## src/hw/rtl/textured_span_pixel_writer_defines.svh

```systemverilog
// assertion helpers used by the rtl
`ifndef TEXTURED_SPAN_PIXEL_WRITER_DEFINES_SVH
`define TEXTURED_SPAN_PIXEL_WRITER_DEFINES_SVH

// same-cycle implication
`define TSPW_ASSERT_IMP(label, clock, rstn, ante, cons, msg) \
	label: assert property (@(posedge clock) disable iff (!rstn) (ante) |-> (cons)) \
		else $error(msg);

// next-cycle implication
`define TSPW_ASSERT_NXT(label, clock, rstn, ante, cons, msg) \
	label: assert property (@(posedge clock) disable iff (!rstn) (ante) |=> (cons)) \
		else $error(msg);

`endif

```

## src/hw/rtl/tspw_pkg.sv

```systemverilog
`timescale 1ns / 1ps
package tspw_pkg;

	localparam int PIX_ADDR_W = 19;
	localparam int PAGE_SHIFT = 18;
	localparam int REG_IDX_W  = 3;
	localparam int PADDR_W    = 5;

	typedef enum logic [1:0] {
		MODE_TEX_WRITE  = 2'd0,
		MODE_SPAN_START = 2'd1,
		MODE_PIXEL      = 2'd2
	} item_mode_t;

	typedef enum logic [1:0] {
		RM_FLAT      = 2'd0,
		RM_TEX       = 2'd1,
		RM_TEX_TRANS = 2'd2,
		RM_MASKED    = 2'd3
	} render_mode_t;

	localparam logic [REG_IDX_W-1:0] REG_RENDER_MODE  = 3'd0;
	localparam logic [REG_IDX_W-1:0] REG_COLOUR_WORD  = 3'd1;
	localparam logic [REG_IDX_W-1:0] REG_DITHER_ON    = 3'd2;
	localparam logic [REG_IDX_W-1:0] REG_TEXTURE_PAGE = 3'd3;
	localparam logic [REG_IDX_W-1:0] REG_DEST_PAGE    = 3'd4;

	typedef struct packed {
		render_mode_t render_mode;
		logic [15:0]  colour_word;
		logic         dither_on;
		logic [9:0]   texture_page;
		logic         dest_page;
	} cfg_t;

	typedef struct packed {
		logic [1:0]         mode;
		logic [16:0]        tex_word_addr;
		logic [15:0]        tex_word;
		logic [8:0]         line_y;
		logic [8:0]         first_x;
		logic [9:0]         end_x;
		logic signed [31:0] u_start;
		logic signed [31:0] v_start;
		logic signed [31:0] u_step;
		logic signed [31:0] v_step;
	} item_t;

	typedef struct packed {
		logic [PIX_ADDR_W-1:0] addr;
		logic                  last;
		logic                  byte_sel;
		render_mode_t          render_mode;
		logic [15:0]           colour_word;
	} pix_req_t;

endpackage

```

## src/hw/rtl/tspw_span_gen.sv

```systemverilog
`timescale 1ns / 1ps
module tspw_span_gen #(
	parameter int TEX_ADDR_BITS = 18,
	parameter int LINE_PITCH    = 512
) (
	input  logic                     clk,
	input  logic                     arst_n,
	input  logic                     fire,
	input  tspw_pkg::item_t          item,
	input  tspw_pkg::cfg_t           cfg,
	output logic                     span_active,
	output logic                     rd_en,
	output logic [TEX_ADDR_BITS-2:0] rd_idx,
	output tspw_pkg::pix_req_t       pix
);
	import tspw_pkg::*;

	logic [9:0]  pos_x_q;
	logic [9:0]  stop_pos_q;
	logic [8:0]  span_line_q;
	logic [31:0] u_acc_q;
	logic [31:0] v_acc_q;
	logic [31:0] u_inc_q;
	logic [31:0] v_inc_q;
	logic        active_q;

	logic                     odd_start;
	logic [9:0]               x_start;
	logic [31:0]              u_first;
	logic [31:0]              v_first;
	logic [31:0]              u_inc_new;
	logic [31:0]              v_inc_new;
	logic [10:0]              x_next;
	logic                     last;
	logic [TEX_ADDR_BITS-1:0] tex_byte;
	logic                     is_start;
	logic                     is_pix;

	assign is_start = fire && (item.mode == MODE_SPAN_START);
	assign is_pix   = fire && (item.mode == MODE_PIXEL) && active_q;

	assign odd_start = cfg.dither_on & (item.line_y[0] ^ item.first_x[0]);
	assign x_start   = {1'b0, item.first_x} + {9'd0, odd_start};
	assign u_first   = item.u_start + (odd_start ? item.u_step : 32'd0);
	assign v_first   = item.v_start + (odd_start ? item.v_step : 32'd0);
	assign u_inc_new = cfg.dither_on ? {item.u_step[30:0], 1'b0} : item.u_step;
	assign v_inc_new = cfg.dither_on ? {item.v_step[30:0], 1'b0} : item.v_step;

	assign x_next = {1'b0, pos_x_q} + 11'd1 + {10'd0, cfg.dither_on};
	assign last   = x_next >= {1'b0, stop_pos_q};

	assign tex_byte = TEX_ADDR_BITS'({cfg.texture_page, 8'h00})
		+ TEX_ADDR_BITS'({v_acc_q[23:16], 8'h00})
		+ TEX_ADDR_BITS'($signed(u_acc_q[31:16]));

	assign rd_en  = is_pix;
	assign rd_idx = tex_byte[TEX_ADDR_BITS-1:1];

	assign pix.addr = {cfg.dest_page, {PAGE_SHIFT{1'b0}}}
		+ PIX_ADDR_W'(32'(span_line_q) * 32'(LINE_PITCH))
		+ PIX_ADDR_W'(pos_x_q);
	assign pix.last        = last;
	assign pix.byte_sel    = tex_byte[0];
	assign pix.render_mode = cfg.render_mode;
	assign pix.colour_word = cfg.colour_word;

	assign span_active = active_q;

	always_ff @(posedge clk or negedge arst_n) begin
		if (!arst_n) begin
			pos_x_q     <= '0;
			stop_pos_q  <= '0;
			span_line_q <= '0;
			u_acc_q     <= '0;
			v_acc_q     <= '0;
			u_inc_q     <= '0;
			v_inc_q     <= '0;
			active_q    <= 1'b0;
		end else if (is_start) begin
			pos_x_q     <= x_start;
			stop_pos_q  <= item.end_x;
			span_line_q <= item.line_y;
			u_acc_q     <= u_first;
			v_acc_q     <= v_first;
			u_inc_q     <= u_inc_new;
			v_inc_q     <= v_inc_new;
			active_q    <= x_start < item.end_x;
		end else if (is_pix) begin
			pos_x_q  <= x_next[9:0];
			u_acc_q  <= u_acc_q + u_inc_q;
			v_acc_q  <= v_acc_q + v_inc_q;
			active_q <= !last;
		end
	end

endmodule
```

## config.mk

```make
export PLATFORM = sky130hd
export DESIGN_NAME = tspw_span_gen
export DESIGN_NICKNAME = d
export VERILOG_FILES = /design/src/hw/rtl/textured_span_pixel_writer_defines.svh /design/src/hw/rtl/tspw_pkg.sv /design/src/hw/rtl/tspw_span_gen.sv
export SDC_FILE = /design/constraint.sdc
export NUM_CORES = 1
export LEC_CHECK = 0
export BUFFER_PORTS_ARGS = -buffer_cell sky130_fd_sc_hd__buf_4
export CAP_MARGIN = 10
export CORE_MARGIN = 4
export CORE_UTILIZATION = 55
export CTS_CLUSTER_SIZE = 8
export DETAILED_ROUTE_END_ITERATION = 10
export PLACE_DENSITY = 0.8
export RECOVER_POWER = 50
export SETUP_SLACK_MARGIN = 0.5
export SLEW_MARGIN = 20
export SYNTH_ARGS = -nofsm -noshare
export SYNTH_HDL_FRONTEND = slang
export SYNTH_SLANG_ARGS = --single-unit
```

## constraint.sdc

```tcl
create_clock -name clk -period 4 [get_ports clk]
set_input_delay 0.4 -clock clk [delete_from_list [all_inputs] [get_ports clk]]
set_output_delay 0.4 -clock clk [all_outputs]
set_load 0.03 [all_outputs]
```

==> summary.txt <==
Outcome
  • Status: finished with violations
  • Failing checks: max-capacitance violations, max-slew violations

Drt
  • Routed len/inst: 18.1 microns
  • Vias/cell: 5.94
  • ANT nets after route: 0
  • Vias: roughly 12k
  • Detailed Route WL: around 37000 microns
  • Drt drc: 0
  • Drt pass-1 iters: 7
  • Initial DRC count: 797

Logic synthesis
  • Netlist Area Pre-Place: 13200 sq um
  • Mean post-synth cell area: 8.43 sq um
  • #FFs+latches synth: 142
  • Yosys synthesis warning count: 0
  • Top_reg_cell synth: dfrtp_1
  • Seq/Total Area, Yosys: 0.270
  • Synth unique cells: 72
  • Syn_nets: ~1.9k
  • Async SR Flop Fraction: 1.00
  • Mapped Cells: 1563
  • Post-synth EDFFs: 0

Layout
  • Most common cell after layout, fill and taps aside: buf_4
  • Final Core Density: 0.669
  • Nets: 2113
  • Finished Cell Area: 15800 sq um
  • Syn-to-layout area delta: 19.6%
  • Most frequent cells in the layout: 218 x buf_4, 191 x nand2_1, 142 x dfrtp_1
  • Non-Filler Instances: 2066
  • Diode count: 0
  • Share of cells above drive strength 1: 0.181

Critical path
  • CP Class: register to output port
  • CP Launch Type: register
  • Worst Setup End Kind: output port
  • Critical Path AT: 3090 ps
  • Worst Path Required: 3600 ps
  • Crit-path max FO: 2

Clock network
  • Reg clk slew, reported paths: 60 ps
  • Clk buf depth: 2
  • CTS buffer count: 17
  • Clk sinks: 142
  • Clock Latency Late Sink: 430 ps
  • Htree depth: 4
  • Root Driver: clkbuf_16
  • CTS tree: built

Placement
  • Placed insts: 2012
  • Placed Area: 14800 sq um
  • Final Wtd Congestion: ~0.94
  • DP Wirelength: 27200 microns
  • Port Buffers: 196

Global routing
  • Gr ovfl total: 0
  • Vias in the first global route: approximately 12k
  • Initial antenna violation count: 0
  • Global-route wire length before repair: about 59000 microns
  • Pin count of the biggest net entering global routing: 95
  • Total GRT Usage: 0.274

STA
  • Worst-margin pin slew: 2040 ps
  • Hold Worst Slack: 167 ps
  • Final hold violation count: 0
  • Slew margin rel.: -0.357
  • Final min period: 3490 ps
  • Max Clock Skew: 9.49 ps
  • Period utilization: 0.873
  • Final Max Tran Viols: 161
  • Max Clock Freq: 286 MHz
  • Final setup viols: 0
  • Fin Setup TNS: 0 ps
  • RSZ-0062 raised after global routing: true

Worst hold path
  • HP Class: primary input to register

Power
  • VDD IR max: 508 uV
  • Power density cells: just under 600 nW/um^2
  • Leakage: 0.00780 uW

Die
  • I/O pin total: between 200 and 300
  • Chip Width: 163 microns
  • Die area: ~26000 sq um
  • Die Y: 163 microns
  • Starting Density: 0.560
  • Row cnt: 56
  • Core area: 23500 sq um

Run
  • Max-Cap Viols: 2
## flip-flops by register name, summed over array words and instances, names as in the netlist
name	cells
u_acc_q	32
u_inc_q	32
v_acc_q	24
v_inc_q	24
pos_x_q	10
stop_pos_q	10
span_line_q	9
span_active	1
## cells in the mapped netlist, drive strengths merged, types with 43 or more instances
master | n | area share
buf | 43 | 0.023
a21o | 51 | 0.029
inv | 65 | 0.019
xnor2 | 74 | 0.049
and3 | 74 | 0.035
ha | 141 | 0.13
o21ai | 144 | 0.055
clkbuf | 54 | 0.015
a21oi | 124 | 0.048
xor2 | 51 | 0.034
dfrtp | 142 | 0.27
nor2 | 69 | 0.020
mux2i | 57 | 0.043
nand2 | 191 | 0.054
## metal layers
layer	global-route usage	vias up	routed length, microns	share of wire
met5	0	-	0	0
met4	0.0862	0	897	0.024
met3	0.0488	75	2550	0.068
met2	0.473	416	18200	0.49
met1	0.351	5808	15700	0.42
li1	-	5978	-	-
## final timing paths
path | from | end | slack, ps | cells past startpoint
min in group asynchronous | arst_n | v_inc_q[6]$_DFFE_PN0P_ | 940 | 2
worst max-delay path | v_acc_q[17]$_DFFE_PN0P_ | rd_idx[16] | 510 | 13
worst min register to register | u_inc_q[5]$_DFFE_PN0P_ | u_inc_q[5]$_DFFE_PN0P_ | 480 | 2
worst min-delay path | item[150] | span_line_q[3]$_DFFE_PN0P_ | 170 | 3
worst max register to register | u_inc_q[0]$_DFFE_PN0P_ | u_acc_q[30]$_DFFE_PN0P_ | 720 | 13
max in group asynchronous | arst_n | u_inc_q[23]$_DFFE_PN0P_ | 1070 | 3
## critical path, cell delays in order (launching register included)
cell      delay (ps)
dfrtp_1          430
fa_1             520
ha_2             190
inv_2             40
fa_2             350
inv_2             60
a21oi_2           50
o21ai_2          140
a21oi_1           80
o21bai_1         190
a21o_1           170
a21oi_2           70
xnor2_2          210
buf_6            160
## through the flow
| stage | total power (uW) | setup slack (ps) |
|---|---|---|
| final | 9150 | 507 |
| after global routing | 9770 | 327 |
| after CTS | 9040 | 449 |
| after detailed placement | 7070 | -37.1 |
| after global placement | 6920 | 69.7 |
| after floorplan | 5740 | 513 |
## kinds of logic after synthesis
kind of cell	Yosys count	synth area share
AO/OA/AOI/OAI	494	0.242
AND/OR/NAND/NOR	429	0.152
buffers and inverters	162	0.0566
adder cells (fa/ha/maj)	154	0.154
flip-flops	142	0.270
XOR/XNOR	125	0.0831
multiplexers	57	0.0433
## report_power, final
part / internal, uW / leakage, uW / total, uW / switching (uW)
logic: 2280 / 0.00578 / 5330 / 3050
clock network: 1070 / 0.000302 / 1710 / 638
registers: 1800 / 0.00173 / 2110 / 311
## layout make-up
cell class | count | area (sq um)
well taps | 319 | 399
clock buffers | 20 | 457
clock inverters | 11 | 164
flip-flops and latches | 142 | 3550
repair buffers | 248 | 1840
inverters | 65 | 248
fillers | 1976 | 7780
multi-input cells | 1261 | 9100
## repair_timing
action,4_1_cts,5_1_grt
resized for setup,15,28
hold buffers,1,0
endpoints found under the setup margin,9,17
cloned,1,1
setup buffers,9,11
pin swaps,11,23
endpoints found under the hold margin,30,0
Note: power is estimated with default switching activity, not from simulation.
