===== src/hw/rtl/textured_span_pixel_writer_defines.svh =====
// assertion helpers used by the rtl
`ifndef TEXTURED_SPAN_PIXEL_WRITER_DEFINES_SVH
`define TEXTURED_SPAN_PIXEL_WRITER_DEFINES_SVH

// same-cycle implication
`define TSPW_ASSERT_IMP(label, clock, rstn, ante, cons, msg) \
	label: assert property (@(posedge clock) disable iff (!rstn) (ante) |-> (cons)) \
		else $error(msg);

// next-cycle implication
`define TSPW_ASSERT_NXT(label, clock, rstn, ante, cons, msg) \
	label: assert property (@(posedge clock) disable iff (!rstn) (ante) |=> (cons)) \
		else $error(msg);

`endif


===== src/hw/rtl/tspw_pkg.sv =====
`timescale 1ns / 1ps
package tspw_pkg;

	localparam int PIX_ADDR_W = 19;
	localparam int PAGE_SHIFT = 18;
	localparam int REG_IDX_W  = 3;
	localparam int PADDR_W    = 5;

	typedef enum logic [1:0] {
		MODE_TEX_WRITE  = 2'd0,
		MODE_SPAN_START = 2'd1,
		MODE_PIXEL      = 2'd2
	} item_mode_t;

	typedef enum logic [1:0] {
		RM_FLAT      = 2'd0,
		RM_TEX       = 2'd1,
		RM_TEX_TRANS = 2'd2,
		RM_MASKED    = 2'd3
	} render_mode_t;

	localparam logic [REG_IDX_W-1:0] REG_RENDER_MODE  = 3'd0;
	localparam logic [REG_IDX_W-1:0] REG_COLOUR_WORD  = 3'd1;
	localparam logic [REG_IDX_W-1:0] REG_DITHER_ON    = 3'd2;
	localparam logic [REG_IDX_W-1:0] REG_TEXTURE_PAGE = 3'd3;
	localparam logic [REG_IDX_W-1:0] REG_DEST_PAGE    = 3'd4;

	typedef struct packed {
		render_mode_t render_mode;
		logic [15:0]  colour_word;
		logic         dither_on;
		logic [9:0]   texture_page;
		logic         dest_page;
	} cfg_t;

	typedef struct packed {
		logic [1:0]         mode;
		logic [16:0]        tex_word_addr;
		logic [15:0]        tex_word;
		logic [8:0]         line_y;
		logic [8:0]         first_x;
		logic [9:0]         end_x;
		logic signed [31:0] u_start;
		logic signed [31:0] v_start;
		logic signed [31:0] u_step;
		logic signed [31:0] v_step;
	} item_t;

	typedef struct packed {
		logic [PIX_ADDR_W-1:0] addr;
		logic                  last;
		logic                  byte_sel;
		render_mode_t          render_mode;
		logic [15:0]           colour_word;
	} pix_req_t;

endpackage


===== src/hw/rtl/tspw_apb_regs.sv =====
`timescale 1ns / 1ps
module tspw_apb_regs (
	input  logic                           clk,
	input  logic                           arst_n,
	input  logic                           psel,
	input  logic                           penable,
	input  logic                           pwrite,
	input  logic [tspw_pkg::PADDR_W-1:0]   paddr,
	input  logic [31:0]                    pwdata,
	output logic [31:0]                    prdata,
	output logic                           pready,
	output tspw_pkg::cfg_t                 cfg
);
	import tspw_pkg::*;

	cfg_t                 cfg_q;
	logic [REG_IDX_W-1:0] reg_idx;
	logic                 wr_en;

	assign pready  = 1'b1;
	assign reg_idx = paddr[PADDR_W-1:2];
	assign wr_en   = psel & penable & pwrite & pready;
	assign cfg     = cfg_q;

	always_ff @(posedge clk or negedge arst_n) begin
		if (!arst_n) begin
			cfg_q <= '0;
		end else if (wr_en) begin
			case (reg_idx)
				REG_RENDER_MODE:  cfg_q.render_mode  <= render_mode_t'(pwdata[1:0]);
				REG_COLOUR_WORD:  cfg_q.colour_word  <= pwdata[15:0];
				REG_DITHER_ON:    cfg_q.dither_on    <= pwdata[0];
				REG_TEXTURE_PAGE: cfg_q.texture_page <= pwdata[9:0];
				REG_DEST_PAGE:    cfg_q.dest_page    <= pwdata[0];
				default: begin
				end
			endcase
		end
	end

	always_comb begin
		case (reg_idx)
			REG_RENDER_MODE:  prdata = {30'd0, cfg_q.render_mode};
			REG_COLOUR_WORD:  prdata = {16'd0, cfg_q.colour_word};
			REG_DITHER_ON:    prdata = {31'd0, cfg_q.dither_on};
			REG_TEXTURE_PAGE: prdata = {22'd0, cfg_q.texture_page};
			REG_DEST_PAGE:    prdata = {31'd0, cfg_q.dest_page};
			default:          prdata = '0;
		endcase
	end

endmodule


===== config.mk =====
export PLATFORM = sky130hd
export DESIGN_NAME = tspw_apb_regs
export DESIGN_NICKNAME = d
export VERILOG_FILES = /design/src/hw/rtl/textured_span_pixel_writer_defines.svh /design/src/hw/rtl/tspw_pkg.sv /design/src/hw/rtl/tspw_apb_regs.sv
export SDC_FILE = /design/constraint.sdc
export NUM_CORES = 1
export LEC_CHECK = 0
export ABC_AREA = 1
export BUFFER_PORTS_ARGS = -buffer_cell sky130_fd_sc_hd__buf_4
export CAP_MARGIN = 20
export CORE_MARGIN = 1
export CORE_UTILIZATION = 42
export CTS_CLUSTER_DIAMETER = 50
export CTS_CLUSTER_SIZE = 12
export DETAILED_ROUTE_END_ITERATION = 8
export PLACE_DENSITY = 0.82
export SYNTH_ARGS = -nofsm -noshare
export SYNTH_HDL_FRONTEND = slang
export SYNTH_SLANG_ARGS = --single-unit
export TNS_END_PERCENT = 5

===== constraint.sdc =====
create_clock -name clk -period 1 [get_ports clk]
set_input_delay 0.15 -clock clk [delete_from_list [all_inputs] [get_ports clk]]
set_output_delay 0.15 -clock clk [all_outputs]
set_load 0.01 [all_outputs]

==> qor.yml, run 1 <==
ys_ff_latch: 30
netlist_top_cells_area: "dfrtp_1, nand2_1, buf_4"
rsz0062_at_grt: "yes"
antenna_found_initial: 0
crit_arrival_ps: 1070
synth_mux_area_share_pct: 0
critPathRequiredTime_ps: 850
yosysWarnings: 0
wl_per_cell_um: 11.3
cts_sinks: 30
max_clock_freq_mhz: 817
drt-total-wl_um: 3790
slew_viol_final: 0
setup_viol: 20
wl_met3_um: 250
first_pass_iters: 4
nets: 329
synth-simple-area-share_pct: 28.0
top_layer_used: "met4"
fin_crit_ps: 1220
cts_max_level: 2
layout_common_cells: "buf_4, nand2_1, dfrtp_1, nand3_1"
met1Wirelength_um: 1610
die_y_um: 63.8
grt_pass1_vias: 1421
grt_pass1_wl_um: 6290
yosys.area.top_type_share_pct: 46.7
p_total_w: 0.00404
r2r_setup_slack_ps: 110
grt.overflow.total: 0
placed_cells: 322
min_path_type: "in2reg"
die_x_um: 63.8
largest_reg_flops: 30
cp-start-kind: "flip-flop"
start_util_pct: 43.9
ys_types: 21
synth_compound_area_share_pct: 7.79
hpwlAfterDp_um: 2710
critPathKind: "reg2out"
synth_xor_area_share_pct: 0
synthAdderAreaFrac_pct: 0
layout_commonest_cell: "buf_4"
min-delay-start: "pwdata[0]"
synth_top_area_cell: "dfrtp_1"
r2r-start: "cfg[0]"
end_kind: "primary output"
setup-tns-final_ps: -1800
row_count: 22
crit_fanout: 2
die_area_mm2: 0.00408
grt_use_total_pct: 19.9
via_per_inst: 4.69
cts_buffer_depth: 2
pre_cts_ws_ps: -120
whs_path_depth: 3
drc: 0
peakVddDrop_uv: 920
fin_ws_ps: -224
areaGrowthSynthToFinish_pct: 48.2
pin_count: 105
finClkSkew_ps: 0
min_to: "cfg[1]"
clk_pin_slew_worst_paths_ps: 60
power_leakage_nw: 1.28
r2r_end: "cfg[0]"
synth_top_family_by_area: "simple AND/OR/NAND/NOR gates"
tritoncts: "built"
core-area_mm2: 0.00366
p_per_area_mw_per_mm2: 1700
r2r_cells: 4
vias: 1576
ant_nets: 0
finalCritPeriodShare_pct: 122
root_buffer: "clkbuf_8"
worst_hold_slack_ps: 89.9
hold_viol_final: 0
clock_latency_ps: 270
drt_iter0_drc: 92
wl_met2_um: 1900
fin_cells: 336
grt_max_degree: 31
ys_seq_area_share_pct: 46.7
fillerInstances: 327
drive_gt1_share_pct: 37.2
failed_checks: "setup timing"
syn_area_per_cell_um2: 8.07
run_status: "complete, but fails checks"
diodes: 0
syn_inst: 199
numPortBuffers: 69
gp_congestion: 0.794
netlist_area_mm2: 0.00161
cap_viol_max_count: 0
cts_buffers: 5
final cells by class:
cell class                 count  area (µm²)  share of cell area, %
clock buffer                   7        76.3                   3.21
clock inverter                 1        30.0                   1.26
inverter                      20        83.8                   3.52
multi-input combinational    140         643                   27.0
sequential                    30         751                   31.5
tap                           48        60.1                   2.52
timing repair buffer          90         737                   31.0
cell usage after synthesis, drive strengths merged:
cell type and n:
nand4 3, clkbuf 1, nand3 21, buf 23, conb 2, nor2 9, dfrtp 30, clkinv 1
inv 19, o21ai 25, nor3 2, nand2 63
power by group:
group,leakage (nW),internal (W),total [W],switching [W]
sequential,0.376,0.00146,0.00163,0.000176
combinational,0.855,0.000653,0.00123,0.000581
clock,0.0524,0.000745,0.00117,0.000427
stage by stage:
stage,cell area (µm²),util [%]
after floorplan,1660,-
after global placement,2190,59.7
after detailed placement,2190,59.7
after CTS,2350,64.3
after global routing,2380,65.0
final,2380,65.0
worst max-delay path by stage:
stage	startpoint	endpoint	slack, ps	cells after the start
global route	cfg[0]	prdata[0]	-320	5
floorplan	paddr[2]	prdata[2]	-30	4
finish	cfg[0]	prdata[0]	-220	5
detailed placement	paddr[4]	prdata[5]	-120	7
CTS	cfg[28]	prdata[0]	-240	5
global placement	paddr[4]	prdata[6]	-80	7
cells by family after synthesis:
family	Yosys count
and+or+nand+nor	98
other	2
DFF	30
buffers and inverters	44
AOI/OAI and AO/OA	25
routing by layer:
metal / GRT usage [%] / vias up
met2: 35.4 / 68
met1: 23.3 / 734
li1: - / 770
met4: 5.68 / 0
met5: 0 / -
met3: 5.54 / 4
worst max-delay path: stages, from the launching register on:
cell and delay [ps]:
dfrtp_1 380, nand3_1 90, nand2_1 50, nor2_1 100, nand2_1 70, buf_6 120
timing repair:
| action | CTS | global route |
|---|---|---|
| hold endpoints to repair | 30 | 0 |
| hold buffers | 1 | 0 |
| endpoints found under the setup margin | 18 | 25 |
| buffers inserted | 3 | 2 |
| pin swaps | 20 | 11 |
| gates resized for setup | 15 | 6 |
Note: power is estimated with default switching activity, not from simulation.
==> run 2, diff against run 1 <==
- CORE_MARGIN: 1 -> 2
- clock period: 1 -> 1.4 ns (I/O delays scaled with it)
==> run 2 against run 1 <==
  * The run now ends clean
  * Sequential power shrank 28%
  * Flip-flop and latch count is the same
  * Clock-buffer cell count is the same
  * Sequential share of layout area grew 2.8 points
  * Power shrank 35%
  * Global-route usage shrank 2.0 points
  * Utilization shrank 5.3 points
==> qor.yml, run 2 (synthesis results as in run 1) <==
run_status: "complete, no violations"
power_leakage_nw: 1.18  # -8.2%
layout_commonest_cell: "buf_4"
diodes: 0  # unchanged
critPathRequiredTime_ps: 1190  # +340 ps
clk_pin_slew_worst_paths_ps: 60  # about the same
root_buffer: "clkbuf_8"
critPathKind: "reg2out"
hold_viol_final: 0  # unchanged
p_switching_w: 0.000814  # -31%
swShare_pct: 31.0  # +1.7 points
drt-total-wl_um: 3640  # -4.0%
crit_fanout: 3  # +1
areaGrowthSynthToFinish_pct: 36.1
pwr-share-seq_pct: 44.4  # +4.0 points
row_count: 22  # unchanged
fin_crit_ps: 1340
largest_reg_flops: 30  # unchanged
die_area_mm2: 0.00434  # +6.4%
fillerInstances: 345  # +5.5%
tritoncts: "built"
p_per_area_mw_per_mm2: 1200  # -29%
gp_congestion: 0.749  # -5.7%
core-area_mm2: 0.00366  # unchanged
fin_cells: 319  # -5.1%
post_cts_buffers: 0  # -3
die_y_um: 65.8  # +3.1%
numPortBuffers: 69  # unchanged
finClkSkew_ps: 0  # unchanged
final_util_pct: 59.7  # -5.3 points
crit_arrival_ps: 1130  # +60 ps
pin_count: 105  # unchanged
nets: 312  # -5.2%
finalCritPeriodShare_pct: 96.0
grt_pass1_wl_um: 5890  # -6.4%
fin_area_mm2: 0.00219  # -8.2%
pwr-share-comb_pct: 28.5  # -2.1 points
peakVddDrop_uv: 598  # -35%
min_path_type: "in2reg"
placed_cells: 310  # -3.7%
vias: 1452  # -7.9%
dpl_cell_area_mm2: 0.00208  # -4.7%
wl_per_cell_um: 11.4  # +1.1%
cap_viol_max_count: 0  # unchanged
hpwlAfterDp_um: 2600  # -3.8%
start_util_pct: 43.9  # unchanged
drt_iter0_drc: 102  # +11%
rsz0062_at_grt: "yes"
ant_nets: 0  # unchanged
grt_pass1_vias: 1284  # -9.6%
cp-start-kind: "flip-flop"
die_x_um: 65.8  # +3.1%
clock_latency_ps: 280  # about the same
intPower_w: 0.00181  # -37%
cts_buffer_depth: 2  # unchanged
grt_max_degree: 31  # unchanged
clkPwrFrac_pct: 27.0  # -2.0 points
layout_common_cells: "buf_4, nand2_1, dfrtp_1, o21ai_0, nand3_1"
drive_gt1_share_pct: 32.5  # -4.7 points
cts_buffers: 5  # unchanged
end_kind: "primary output"
slew_viol_final: 0  # unchanged
setup_viol: 0  # -100%
drc: 0  # unchanged
grt_use_total_pct: 17.9  # -2.0 points
cts_sinks: 30  # unchanged
grt.overflow.total: 0  # unchanged
antenna_found_initial: 0  # unchanged
cts_max_level: 2  # unchanged
via_per_inst: 4.55  # -3.0%
max_clock_freq_mhz: 744
first_pass_iters: 4  # unchanged
==> run 2: cell types whose count changed in the layout (fill, tap and decap cells not counted), moves of 2 or more <==
cell     change
buf_4        -7
inv_2        -2
o21ai_0      +7
o21ai_1      -6
buf_6        -9
inv_1        +2
==> run 2: critical path: stages, from the launching register on <==
cell     delay [ps]
dfrtp_1         410
nand4_1         100
nand2_1          50
nor2_1          100
nand2_1          60
buf_4           140
==> run 2: cell type report <==
| type | instances | area, µm² | share of cell area, % |
|---|---|---|---|
| clock buffers | 7 | 86.3 | 3.95 |
| clock inverters | 1 | 5.00 | 0.229 |
| inverters | 20 | 81.3 | 3.72 |
| multi-input cells | 140 | 639 | 29.3 |
| flip-flops and latches | 30 | 751 | 34.3 |
| well taps | 48 | 60.1 | 2.75 |
| repair buffers | 73 | 563 | 25.8 |
==> run 2: path summary, 6_finish.rpt <==
path	start	to	slack [ps]	cells after the start
worst min register to register	cfg[26]	cfg[26]	500	2
max in group asynchronous	arst_n	cfg[18]	720	2
worst min-delay path	pwdata[5]	cfg[6]	140	3
min in group asynchronous	arst_n	cfg[11]	390	2
worst max register to register	cfg[1]	cfg[1]	720	2
worst max-delay path	cfg[1]	prdata[0]	60	5
==> run 2: metal layers <==
metal / track usage (%) / wire length [µm] / share of wire [%] / up-vias
met2: 29.7 / 1790 / 49 / 57
met3: 5.28 / 264 / 7.2 / 4
met1: 22.5 / 1560 / 43 / 657
met5: 0 / 0 / 0 / -
li1: - / - / - / 734
met4: 5.47 / 32 / 0.88 / 0
==> run 2: power by group through the flow <==
stage / logic [W] / clock network [W] / registers [W]
final: 0.000748 / 0.000709 / 0.00117
after global routing: 0.000830 / 0.000765 / 0.00119
after CTS: 0.000758 / 0.000725 / 0.00117
after detailed placement: 0.000758 / 0 / 0.00118
after global placement: 0.000738 / 0 / 0.00118
after floorplan: 0.000281 / 0 / 0.00125
==> run 2: stage by stage <==
step,hold slack [ps],setup TNS (ps),total power [W],setup slack (ps)
4_1_cts,141,0,0.00265,36.1
6_report,141,0,0.00262,55.5
3_5_place_dp,160,0,0.00193,53.2
2_1_floorplan,-85.6,0,0.00153,249
3_3_place_gp,154,0,0.00191,41.8
5_1_grt,146,-4.85,0.00278,-4.85
==> run 2: what timing repair did <==
item | in CTS | in global routing
hold buffers | 1 | 0
setup endpoints to repair | 0 | 2
endpoints found under the hold margin | 30 | 0
resized for setup | 0 | 1
